==> src/sv/hbs_pkg.sv <==
// types and constants of the pump and boiler hysteresis switch
// no dependencies
package hbs_pkg;

    // item operation codes
    typedef enum logic [1:0] {
        OP_TICK = 2'd0,
        OP_SEED = 2'd1,
        OP_ACK  = 2'd2
    } t_op;

    // configuration register indexes
    localparam logic [2:0] CFG_ALWAYS_ON  = 3'd0;
    localparam logic [2:0] CFG_PUMP_ON    = 3'd1;
    localparam logic [2:0] CFG_PUMP_HYST  = 3'd2;
    localparam logic [2:0] CFG_FIRE_OFF   = 3'd3;
    localparam logic [2:0] CFG_FIRE_ON    = 3'd4;
    localparam logic [2:0] CFG_OFF_MAX    = 3'd5;
    localparam logic [2:0] CFG_ON_MIN     = 3'd6;

    localparam int TEMP_W  = 12;
    localparam int HYST_W  = 8;
    localparam int SUM_OUT_W = 16;

    // reset values of the registers
    localparam int ALWAYS_ON_RST = 1120;
    localparam int PUMP_ON_RST   = 128;
    localparam int PUMP_HYST_RST = 16;
    localparam int FIRE_OFF_RST  = 48;
    localparam int FIRE_ON_RST   = 96;
    localparam int OFF_MAX_RST   = 1072;
    localparam int ON_MIN_RST    = 800;

    // window cell control
    typedef struct packed {
        logic shift;
        logic seed;
    } t_cell_ctl;

    // one result transaction
    typedef struct packed {
        logic                 pump_on;
        logic                 fire_on;
        logic                 boiler_cut;
        logic                 alarm_pulse;
        logic [SUM_OUT_W-1:0] window_sum;
    } t_result;

endpackage

==> src/sv/hbs_cell.sv <==
// one window cell: holds a single flow-return delta
// depends on hbs_pkg
module hbs_cell
    import hbs_pkg::*;
(
    input  logic              i_clk,
    input  logic              i_rst_n,
    input  t_cell_ctl         i_ctl,
    input  logic [TEMP_W-1:0] i_seed_delta,
    input  logic [TEMP_W-1:0] i_prev,
    output logic [TEMP_W-1:0] o_entry
);

    logic [TEMP_W-1:0] r_entry;

    // seed loads the current delta, shift takes the neighbor's entry
    always_ff @(posedge i_clk) begin
        if (!i_rst_n) begin
            r_entry <= '0;
        end else if (i_ctl.seed) begin
            r_entry <= i_seed_delta;
        end else if (i_ctl.shift) begin
            r_entry <= i_prev;
        end
    end

    assign o_entry = r_entry;

endmodule

==> src/sv/hbs_window.sv <==
// delta window as a chain of cells with a running sum
// depends on hbs_pkg and hbs_cell
module hbs_window
    import hbs_pkg::*;
#(
    parameter int DEPTH = 16,
    parameter int SUM_W = TEMP_W + $clog2(DEPTH)
) (
    input  logic              i_clk,
    input  logic              i_rst_n,
    input  t_cell_ctl         i_ctl,
    input  logic [TEMP_W-1:0] i_delta,
    output logic [SUM_W-1:0]  o_sum_next
);

    logic [TEMP_W-1:0] w_entry [DEPTH];
    logic [SUM_W-1:0]  r_sum;
    logic [SUM_W-1:0]  n_sum;

    // newest delta enters the first cell, oldest falls off the last
    for (genvar g = 0; g < DEPTH; g++) begin : g_cell
        hbs_cell u_cell (
            .i_clk        (i_clk),
            .i_rst_n      (i_rst_n),
            .i_ctl        (i_ctl),
            .i_seed_delta (i_delta),
            .i_prev       ((g == 0) ? i_delta : w_entry[(g == 0) ? 0 : g - 1]),
            .o_entry      (w_entry[g])
        );
    end

    // running sum follows the chain
    always_comb begin
        priority if (i_ctl.seed) begin
            n_sum = SUM_W'(i_delta) * SUM_W'(DEPTH);
        end else if (i_ctl.shift) begin
            n_sum = r_sum - SUM_W'(w_entry[DEPTH-1]) + SUM_W'(i_delta);
        end else begin
            n_sum = r_sum;
        end
    end

    always_ff @(posedge i_clk) begin
        if (!i_rst_n) begin
            r_sum <= '0;
        end else begin
            r_sum <= n_sum;
        end
    end

    assign o_sum_next = n_sum;

endmodule

==> src/sv/hbs_skid.sv <==
// output register with a skid stage for result transactions
// depends on hbs_pkg
module hbs_skid
    import hbs_pkg::*;
(
    input  logic    i_clk,
    input  logic    i_rst_n,
    input  logic    i_valid,
    output logic    o_stall,
    input  t_result i_data,
    output logic    o_valid,
    input  logic    i_stall,
    output t_result o_data
);

    logic    r_out_valid;
    logic    r_skid_valid;
    t_result r_out;
    t_result r_skid;
    logic    w_take;

    assign w_take = i_valid && !r_skid_valid;

    // control: skid fills only when the output is held
    always_ff @(posedge i_clk) begin
        if (!i_rst_n) begin
            r_out_valid  <= 1'b0;
            r_skid_valid <= 1'b0;
        end else if (!r_out_valid || !i_stall) begin
            if (r_skid_valid) begin
                r_out_valid  <= 1'b1;
                r_skid_valid <= 1'b0;
            end else begin
                r_out_valid <= w_take;
            end
        end else if (w_take) begin
            r_skid_valid <= 1'b1;
        end
    end

    // payload
    always_ff @(posedge i_clk) begin
        if (!r_out_valid || !i_stall) begin
            r_out <= r_skid_valid ? r_skid : i_data;
        end else if (w_take) begin
            r_skid <= i_data;
        end
    end

    assign o_stall = r_skid_valid;
    assign o_valid = r_out_valid;
    assign o_data  = r_out;

endmodule

==> src/sv/pump_boiler_hysteresis_switch.sv <==
// top level of the pump and boiler hysteresis switch
// depends on hbs_pkg, hbs_window, hbs_skid
//
//  channel  | handshake                  | payload
//  ---------+----------------------------+------------------------------------
//  input    | i_in_valid / o_in_stall    | op, four temperatures, minute_mark
//  result   | o_out_valid / i_out_stall  | flags, relay levels, alarm, sum
//  config   | i_cfg_wr_en                | i_cfg_addr, i_cfg_wdata
//
// one transaction per cycle while o_in_stall is low; the result is registered
// in the output stage, or in the skid stage while the result side holds it
// the window shifts one cell per minute tick, a seed loads all cells at once
// synchronous active-low reset sets the pump flag, clears the fire and cut flags, window, sum and the output stages
// with the result held, one more transaction lands in the skid stage, then
// o_in_stall rises until the result side takes again
module pump_boiler_hysteresis_switch
    import hbs_pkg::*;
#(
    parameter int WINDOW_DEPTH = 16
) (
    input  logic                     i_clk,
    input  logic                     i_rst_n,
    input  logic                     i_in_valid,
    output logic                     o_in_stall,
    input  logic [1:0]               i_op,
    input  logic signed [TEMP_W-1:0] i_source_temp,
    input  logic signed [TEMP_W-1:0] i_drinkwater_temp,
    input  logic signed [TEMP_W-1:0] i_flow_temp,
    input  logic signed [TEMP_W-1:0] i_return_temp,
    input  logic                     i_minute_mark,
    output logic                     o_out_valid,
    input  logic                     i_out_stall,
    output logic                     o_pump_on,
    output logic                     o_fire_on,
    output logic                     o_boiler_cut,
    output logic                     o_pump_relay_level,
    output logic                     o_boiler_relay_level,
    output logic                     o_alarm_pulse,
    output logic [SUM_OUT_W-1:0]     o_window_sum,
    input  logic                     i_cfg_wr_en,
    input  logic [2:0]               i_cfg_addr,
    input  logic [TEMP_W-1:0]        i_cfg_wdata
);

    localparam int SUM_W = TEMP_W + $clog2(WINDOW_DEPTH);
    localparam int CMP_W = SUM_W + 1;
    localparam int EXT_W = (SUM_W > SUM_OUT_W) ? SUM_W : SUM_OUT_W + 1;
    localparam logic signed [CMP_W-1:0] OFF_TH_RST = CMP_W'(FIRE_OFF_RST * WINDOW_DEPTH);
    localparam logic signed [CMP_W-1:0] ON_TH_RST  = CMP_W'(FIRE_ON_RST * WINDOW_DEPTH);

    // configuration registers, fire thresholds kept scaled by the depth
    logic signed [TEMP_W-1:0] r_always_on;
    logic signed [TEMP_W-1:0] r_pump_on;
    logic [HYST_W-1:0]        r_hyst;
    logic signed [CMP_W-1:0]  r_off_th;
    logic signed [CMP_W-1:0]  r_on_th;
    logic signed [TEMP_W-1:0] r_off_max;
    logic signed [TEMP_W-1:0] r_on_min;

    logic r_pump;
    logic r_fire;
    logic r_cut;
    logic n_pump;
    logic n_fire;
    logic n_cut;
    logic w_alarm;

    logic                     w_accept;
    t_op                      w_op;
    t_cell_ctl                w_cell_ctl;
    logic signed [TEMP_W:0]   w_flow_diff;
    logic [TEMP_W-1:0]        w_delta;
    logic [SUM_W-1:0]         w_sum_next;
    logic signed [CMP_W-1:0]  w_area;
    logic signed [CMP_W-1:0]  w_cfg_th;
    logic signed [TEMP_W+1:0] w_th;
    logic signed [TEMP_W+2:0] w_th_diff;
    logic signed [TEMP_W:0]   w_src_diff;
    logic [EXT_W-1:0]         w_sum_ext;
    t_result                  w_result;
    t_result                  w_out;

    assign w_accept = i_in_valid && !o_in_stall;
    assign w_op     = t_op'(i_op);

    // scaled threshold from the written value
    assign w_cfg_th = $signed(CMP_W'($signed(i_cfg_wdata))) * $signed(CMP_W'(WINDOW_DEPTH));

    always_ff @(posedge i_clk) begin
        if (!i_rst_n) begin
            r_always_on <= TEMP_W'(ALWAYS_ON_RST);
            r_pump_on   <= TEMP_W'(PUMP_ON_RST);
            r_hyst      <= HYST_W'(PUMP_HYST_RST);
            r_off_th    <= OFF_TH_RST;
            r_on_th     <= ON_TH_RST;
            r_off_max   <= TEMP_W'(OFF_MAX_RST);
            r_on_min    <= TEMP_W'(ON_MIN_RST);
        end else if (i_cfg_wr_en) begin
            unique case (i_cfg_addr)
                CFG_ALWAYS_ON: r_always_on <= i_cfg_wdata;
                CFG_PUMP_ON:   r_pump_on   <= i_cfg_wdata;
                CFG_PUMP_HYST: r_hyst      <= i_cfg_wdata[HYST_W-1:0];
                CFG_FIRE_OFF:  r_off_th    <= w_cfg_th;
                CFG_FIRE_ON:   r_on_th     <= w_cfg_th;
                CFG_OFF_MAX:   r_off_max   <= i_cfg_wdata;
                CFG_ON_MIN:    r_on_min    <= i_cfg_wdata;
                default: ;
            endcase
        end
    end

    // flow minus return, clamped at zero
    assign w_flow_diff = (TEMP_W + 1)'(i_flow_temp) - (TEMP_W + 1)'(i_return_temp);
    assign w_delta     = w_flow_diff[TEMP_W] ? '0 : w_flow_diff[TEMP_W-1:0];

    // window control
    assign w_cell_ctl.seed  = w_accept && (w_op == OP_SEED);
    assign w_cell_ctl.shift = w_accept && (w_op == OP_TICK) && i_minute_mark;

    hbs_window #(
        .DEPTH (WINDOW_DEPTH),
        .SUM_W (SUM_W)
    ) u_window (
        .i_clk      (i_clk),
        .i_rst_n    (i_rst_n),
        .i_ctl      (w_cell_ctl),
        .i_delta    (w_delta),
        .o_sum_next (w_sum_next)
    );

    // pump comparisons
    assign w_th       = (TEMP_W + 2)'(i_source_temp) + $signed({6'b0, r_hyst});
    assign w_th_diff  = (TEMP_W + 3)'(w_th) - (TEMP_W + 3)'(i_drinkwater_temp);
    assign w_src_diff = (TEMP_W + 1)'(i_source_temp) - (TEMP_W + 1)'(i_drinkwater_temp);
    assign w_area     = $signed({1'b0, w_sum_next});

    // next flags
    always_comb begin
        n_pump  = r_pump;
        n_fire  = r_fire;
        n_cut   = r_cut;
        w_alarm = 1'b0;
        unique case (w_op)
            OP_TICK: begin
                if (r_pump) begin
                    if (w_th_diff < (TEMP_W + 3)'(r_pump_on) &&
                        w_th < (TEMP_W + 2)'(r_always_on)) begin
                        n_pump = 1'b0;
                    end
                end else if (w_src_diff >= (TEMP_W + 1)'(r_pump_on) ||
                             i_source_temp >= r_always_on) begin
                    n_pump = 1'b1;
                end
                if (r_fire) begin
                    if (w_area < r_off_th && i_flow_temp <= r_off_max) begin
                        n_fire  = 1'b0;
                        n_cut   = 1'b1;
                        w_alarm = 1'b1;
                    end
                end else if (w_area >= r_on_th) begin
                    n_fire = 1'b1;
                end
                // power returns once the flow has cooled
                if (n_cut && i_flow_temp <= r_on_min) begin
                    n_cut = 1'b0;
                end
            end
            OP_ACK:  n_cut = 1'b0;
            OP_SEED: ;
            default: ;
        endcase
    end

    always_ff @(posedge i_clk) begin
        if (!i_rst_n) begin
            r_pump <= 1'b1;
            r_fire <= 1'b0;
            r_cut  <= 1'b0;
        end else if (w_accept) begin
            r_pump <= n_pump;
            r_fire <= n_fire;
            r_cut  <= n_cut;
        end
    end

    // result transaction, sum saturated to the field
    assign w_sum_ext = EXT_W'(w_sum_next);

    always_comb begin
        w_result.pump_on     = n_pump;
        w_result.fire_on     = n_fire;
        w_result.boiler_cut  = n_cut;
        w_result.alarm_pulse = w_alarm;
        w_result.window_sum  = (w_sum_ext > EXT_W'({SUM_OUT_W{1'b1}})) ?
                               {SUM_OUT_W{1'b1}} : w_sum_ext[SUM_OUT_W-1:0];
    end

    hbs_skid u_skid (
        .i_clk   (i_clk),
        .i_rst_n (i_rst_n),
        .i_valid (w_accept),
        .o_stall (o_in_stall),
        .i_data  (w_result),
        .o_valid (o_out_valid),
        .i_stall (i_out_stall),
        .o_data  (w_out)
    );

    assign o_pump_on            = w_out.pump_on;
    assign o_fire_on            = w_out.fire_on;
    assign o_boiler_cut         = w_out.boiler_cut;
    assign o_pump_relay_level   = !w_out.pump_on;
    assign o_boiler_relay_level = !w_out.boiler_cut;
    assign o_alarm_pulse        = w_out.alarm_pulse;
    assign o_window_sum         = w_out.window_sum;

endmodule

==> config.mk <==
export PLATFORM = sky130hd
export DESIGN_NAME = pump_boiler_hysteresis_switch
export DESIGN_NICKNAME = d
export VERILOG_FILES = /design/src/sv/hbs_pkg.sv /design/src/sv/hbs_cell.sv /design/src/sv/hbs_window.sv /design/src/sv/hbs_skid.sv /design/src/sv/pump_boiler_hysteresis_switch.sv
export SDC_FILE = /design/constraint.sdc
export NUM_CORES = 1
export LEC_CHECK = 0
export BUFFER_PORTS_ARGS = -buffer_cell sky130_fd_sc_hd__buf_2
export CAP_MARGIN = 20
export CORE_MARGIN = 1
export CORE_UTILIZATION = 30
export DETAILED_ROUTE_END_ITERATION = 10
export GPL_ROUTABILITY_DRIVEN = 0
export PLACE_DENSITY = 0.48
export SLEW_MARGIN = 20
export SYNTH_ARGS = -nofsm -noshare
export SYNTH_HDL_FRONTEND = slang
export SYNTH_SLANG_ARGS = --single-unit
==> constraint.sdc <==
create_clock -name i_clk -period 17.11 [get_ports i_clk]
set_input_delay 0 -clock i_clk [delete_from_list [all_inputs] [get_ports i_clk]]
set_output_delay 0 -clock i_clk [all_outputs]
set_load 0.01 [all_outputs]
==> reports/metrics.yaml <==
worstPathMaxFanout: 5
hold_viol_final: 0
ys_async_sr_fraction: 0
synth-edff-count: 40
first_global_vias: 14100
yosysTopAreaCellShare: 0.330
cp-start-kind: "input port"
drv_cap: 0
min_path_type: "input port to register"
setup_viol: 0
drv_slew: 0
holdWs_ns: 0.0358
chipWidth_um: 245
ys_ff_latch: 333
p_seq_frac: 0.395
grt_max_degree: 108
wl_per_cell_um: 16.0
clock_latency_ns: 0.55
core-area_um2: 58100
swShare: 0.295
synth_fp_nets: 2368
finalNetCount: 2428
cellPowerDensity_nw_per_um2: 106
outcome: "finished clean"
min_period_over_period: 0.374
tightest_slew_ns: 1.13
clock_sinks: 333
dieHeight_um: 245
portBuffers: 94
start_util: 0.305
avgViaCountPerCell: 4.94
yosysSeqAreaShare: 0.398
clkPwrFrac: 0.389
fill_cells: 6110
stdcell_count: 2981
placedCellCount: 2888
ys_top_cells_by_area: "dfxtp_1, nand2_1, ha_1"
worstPathRequired_ns: 17.41
fin_skew_ns: 0.0173
vdd_drop_max_uv: 70.1
netlist-cell-type-count: 69
rsz0062_at_grt: "no"
path_class: "input port to register"
dp_hpwl_um: 33200
cts_buffers: 40
wl_um: 47600
pin_count: 95
cp-end-kind: "register"
drt_iter0_drc: 1078
ant_nets: 0
yosysTopAreaCell: "dfxtp_1"
rows: 88
cts_tree: "done"
combPwrFrac: 0.216
tns_ns: 0
ctsLongestPathBuffers: 3
synthCells: 2123
syn_to_final_growth_pct: 15.0
drive_above_1_share: 0.0985
cellInternalPower_w: 0.00153
leakagePower_nw: 7.99
switchingPower_w: 0.000640
cts_max_level: 2
antenna_found_initial: 2
netlist_area_um2: 17800
final.min_clock_period_ns: 6.40
clk_pin_slew_ns: 0.06
avgSynthCellArea_um2: 8.36
synth_warnings: 0
drc: 0
track_usage: 0.157
grt-ovfl-total: 0
cts_root_buf: "clkbuf_16"
synth-main-ff-cell: "dfxtp_1"
reg2reg_depth: 22
whs_path_depth: 5
firstDrtPassIters: 6
fmax_mhz: 156
die-area_um2: 60200
grt_pass1_wl_um: 76300
crit_arrival_ns: 6.70
maxSlewHeadroom: 0.242
num_vias: 14700
[layout by cell type, fill, tap and decap left out, drive strengths merged, types with 6 or more instances in the layout]
master	count
o21a	12
dlygate4sd3	17
nor2	49
mux2	20
o21bai	8
nand4	17
mux2i	17
a211oi	11
nor2b	21
a21o	19
clkinv	9
nor4	6
xor2	15
a21oi	57
fa	16
buf	111
o31ai	9
nand3	24
xnor2	32
edfxtp	40
and2	25
clkbuf	57
and3	6
nand2b	18
a31oi	172
nand2	554
o31a	6
or3	6
o21ai	78
ha	158
dfxtp	293
inv	161
a21boi	73
nor3	14
o211ai	26
[cells by family (layout without fill, tap and decap cells)]
family                     count (synthesis)  in the layout  share of synthesized area
AOI/OAI and AO/OA                        512            512                      0.191
DFF                                      333            333                      0.398
adders and majority gates                174            174                      0.129
muxes                                     37             37                     0.0223
other                                      0              2                          0
and+or+nand+nor                          751            751                      0.178
xor gates and xnor gates                  47             47                     0.0232
buffers and inverters                    269            360                     0.0581
[cell usage after synthesis, drive strengths merged (25+ instances only)]
master and count:
dfxtp 293, nand2 554, o21ai 78, nor2 49, edfxtp 40, a31oi 172
inv 159, xnor2 32, and2 25, a21boi 73, a21oi 57, ha 158
o211ai 26, clkbuf 92
[per-layer routing]
layer  vias to the layer above  part of all wire  global-route usage
met4                         0             0.021              0.0478
met1                      6921              0.50               0.225
met5                         -                 0                   0
li1                       7457                 -                   -
met3                        67             0.054              0.0302
met2                       293              0.42               0.236
[stage by stage]
step	cell area, µm²	power [W]	worst slack [ns]	utilization
after floorplan	17800	0.00120	11.34	-
final	20400	0.00217	10.71	0.351
after global routing	20400	0.00229	10.22	0.351
after detailed placement	18900	0.00134	10.23	0.325
after CTS	20400	0.00220	10.81	0.350
after global placement	18900	0.00133	10.37	0.325
[state kept, by name, indices dropped and copies added (netlist names)]
register                        flops
r_fire                              1
r_off_max                          12
r_on_th                            12
u_skid.o_data                      20
u_skid.r_skid                      20
r_hyst                              8
r_off_th                           12
u_window.r_sum                     16
r_always_on                        12
u_window.g_cell.u_cell.o_entry    192
u_skid.o_valid                      1
u_skid.o_stall                      1
r_pump_on                          12
r_pump                              1
r_on_min                           12
r_cut                               1
[power groups by stage]
stage | registers (W) | clock network, W | logic [W]
2_1_floorplan | 0.000872 | 0 | 0.000332
3_3_place_gp | 0.000875 | 0 | 0.000454
3_5_place_dp | 0.000875 | 0 | 0.000461
4_1_cts | 0.000858 | 0.000872 | 0.000468
5_1_grt | 0.000862 | 0.000900 | 0.000528
6_report | 0.000858 | 0.000845 | 0.000469
[critical path, stage by stage]
cell and delay [ns]:
buf_2 0.09, inv_1 0.11, ha_1 0.18, inv_1 0.06, fa_1 0.43, a211oi_2 0.31
o21ai_2 0.14, a311oi_1 0.49, o31a_1 0.38, nor3_1 0.10, buf_4 0.19, fa_1 0.45
ha_1 0.36, o21a_1 0.16, o31ai_1 0.11, a211oi_1 0.41, o22ai_1 0.17, xnor2_1 0.15
a22oi_1 0.14, o21ai_0 0.36, ha_1 0.35, nor3b_1 0.24, o2111ai_1 0.18, a211oi_1 0.33
nand2_1 0.12, o22ai_2 0.33, and3_4 0.26, o31ai_1 0.07
[final timing paths]
kind / startpoint / end / slack (ns)
hold / removal: i_op[1] / r_pump / 0.04
hold reg to reg: u_window.g_cell[0].u_cell.o_entry[0] / u_window.g_cell[0].u_cell.o_entry[0] / 0.46
setup reg to reg: r_hyst[0] / u_skid.o_data[19] / 11.59
setup / recovery: i_flow_temp[0] / u_skid.o_data[18] / 10.71
[layout make-up]
cell class                      instances  area, µm²  area share
Multi-Input combinational cell       1521       9710       0.475
Sequential cell                       333       7070       0.346
Clock buffer                           57       1160      0.0566
Tap cell                              765        957      0.0469
Timing Repair Buffer                  128        782      0.0383
Inverter                              159        597      0.0292
Clock inverter                         16        151     0.00741
Antenna cell                            2       5.00    0.000245
[repair_timing]
action | in CTS | in global routing
setup buffers | 0 | 0
resized for setup | 0 | 0
hold buffers | 16 | 1
endpoints found under the hold margin | 85 | 6
(Power assumes the default switching activity.)
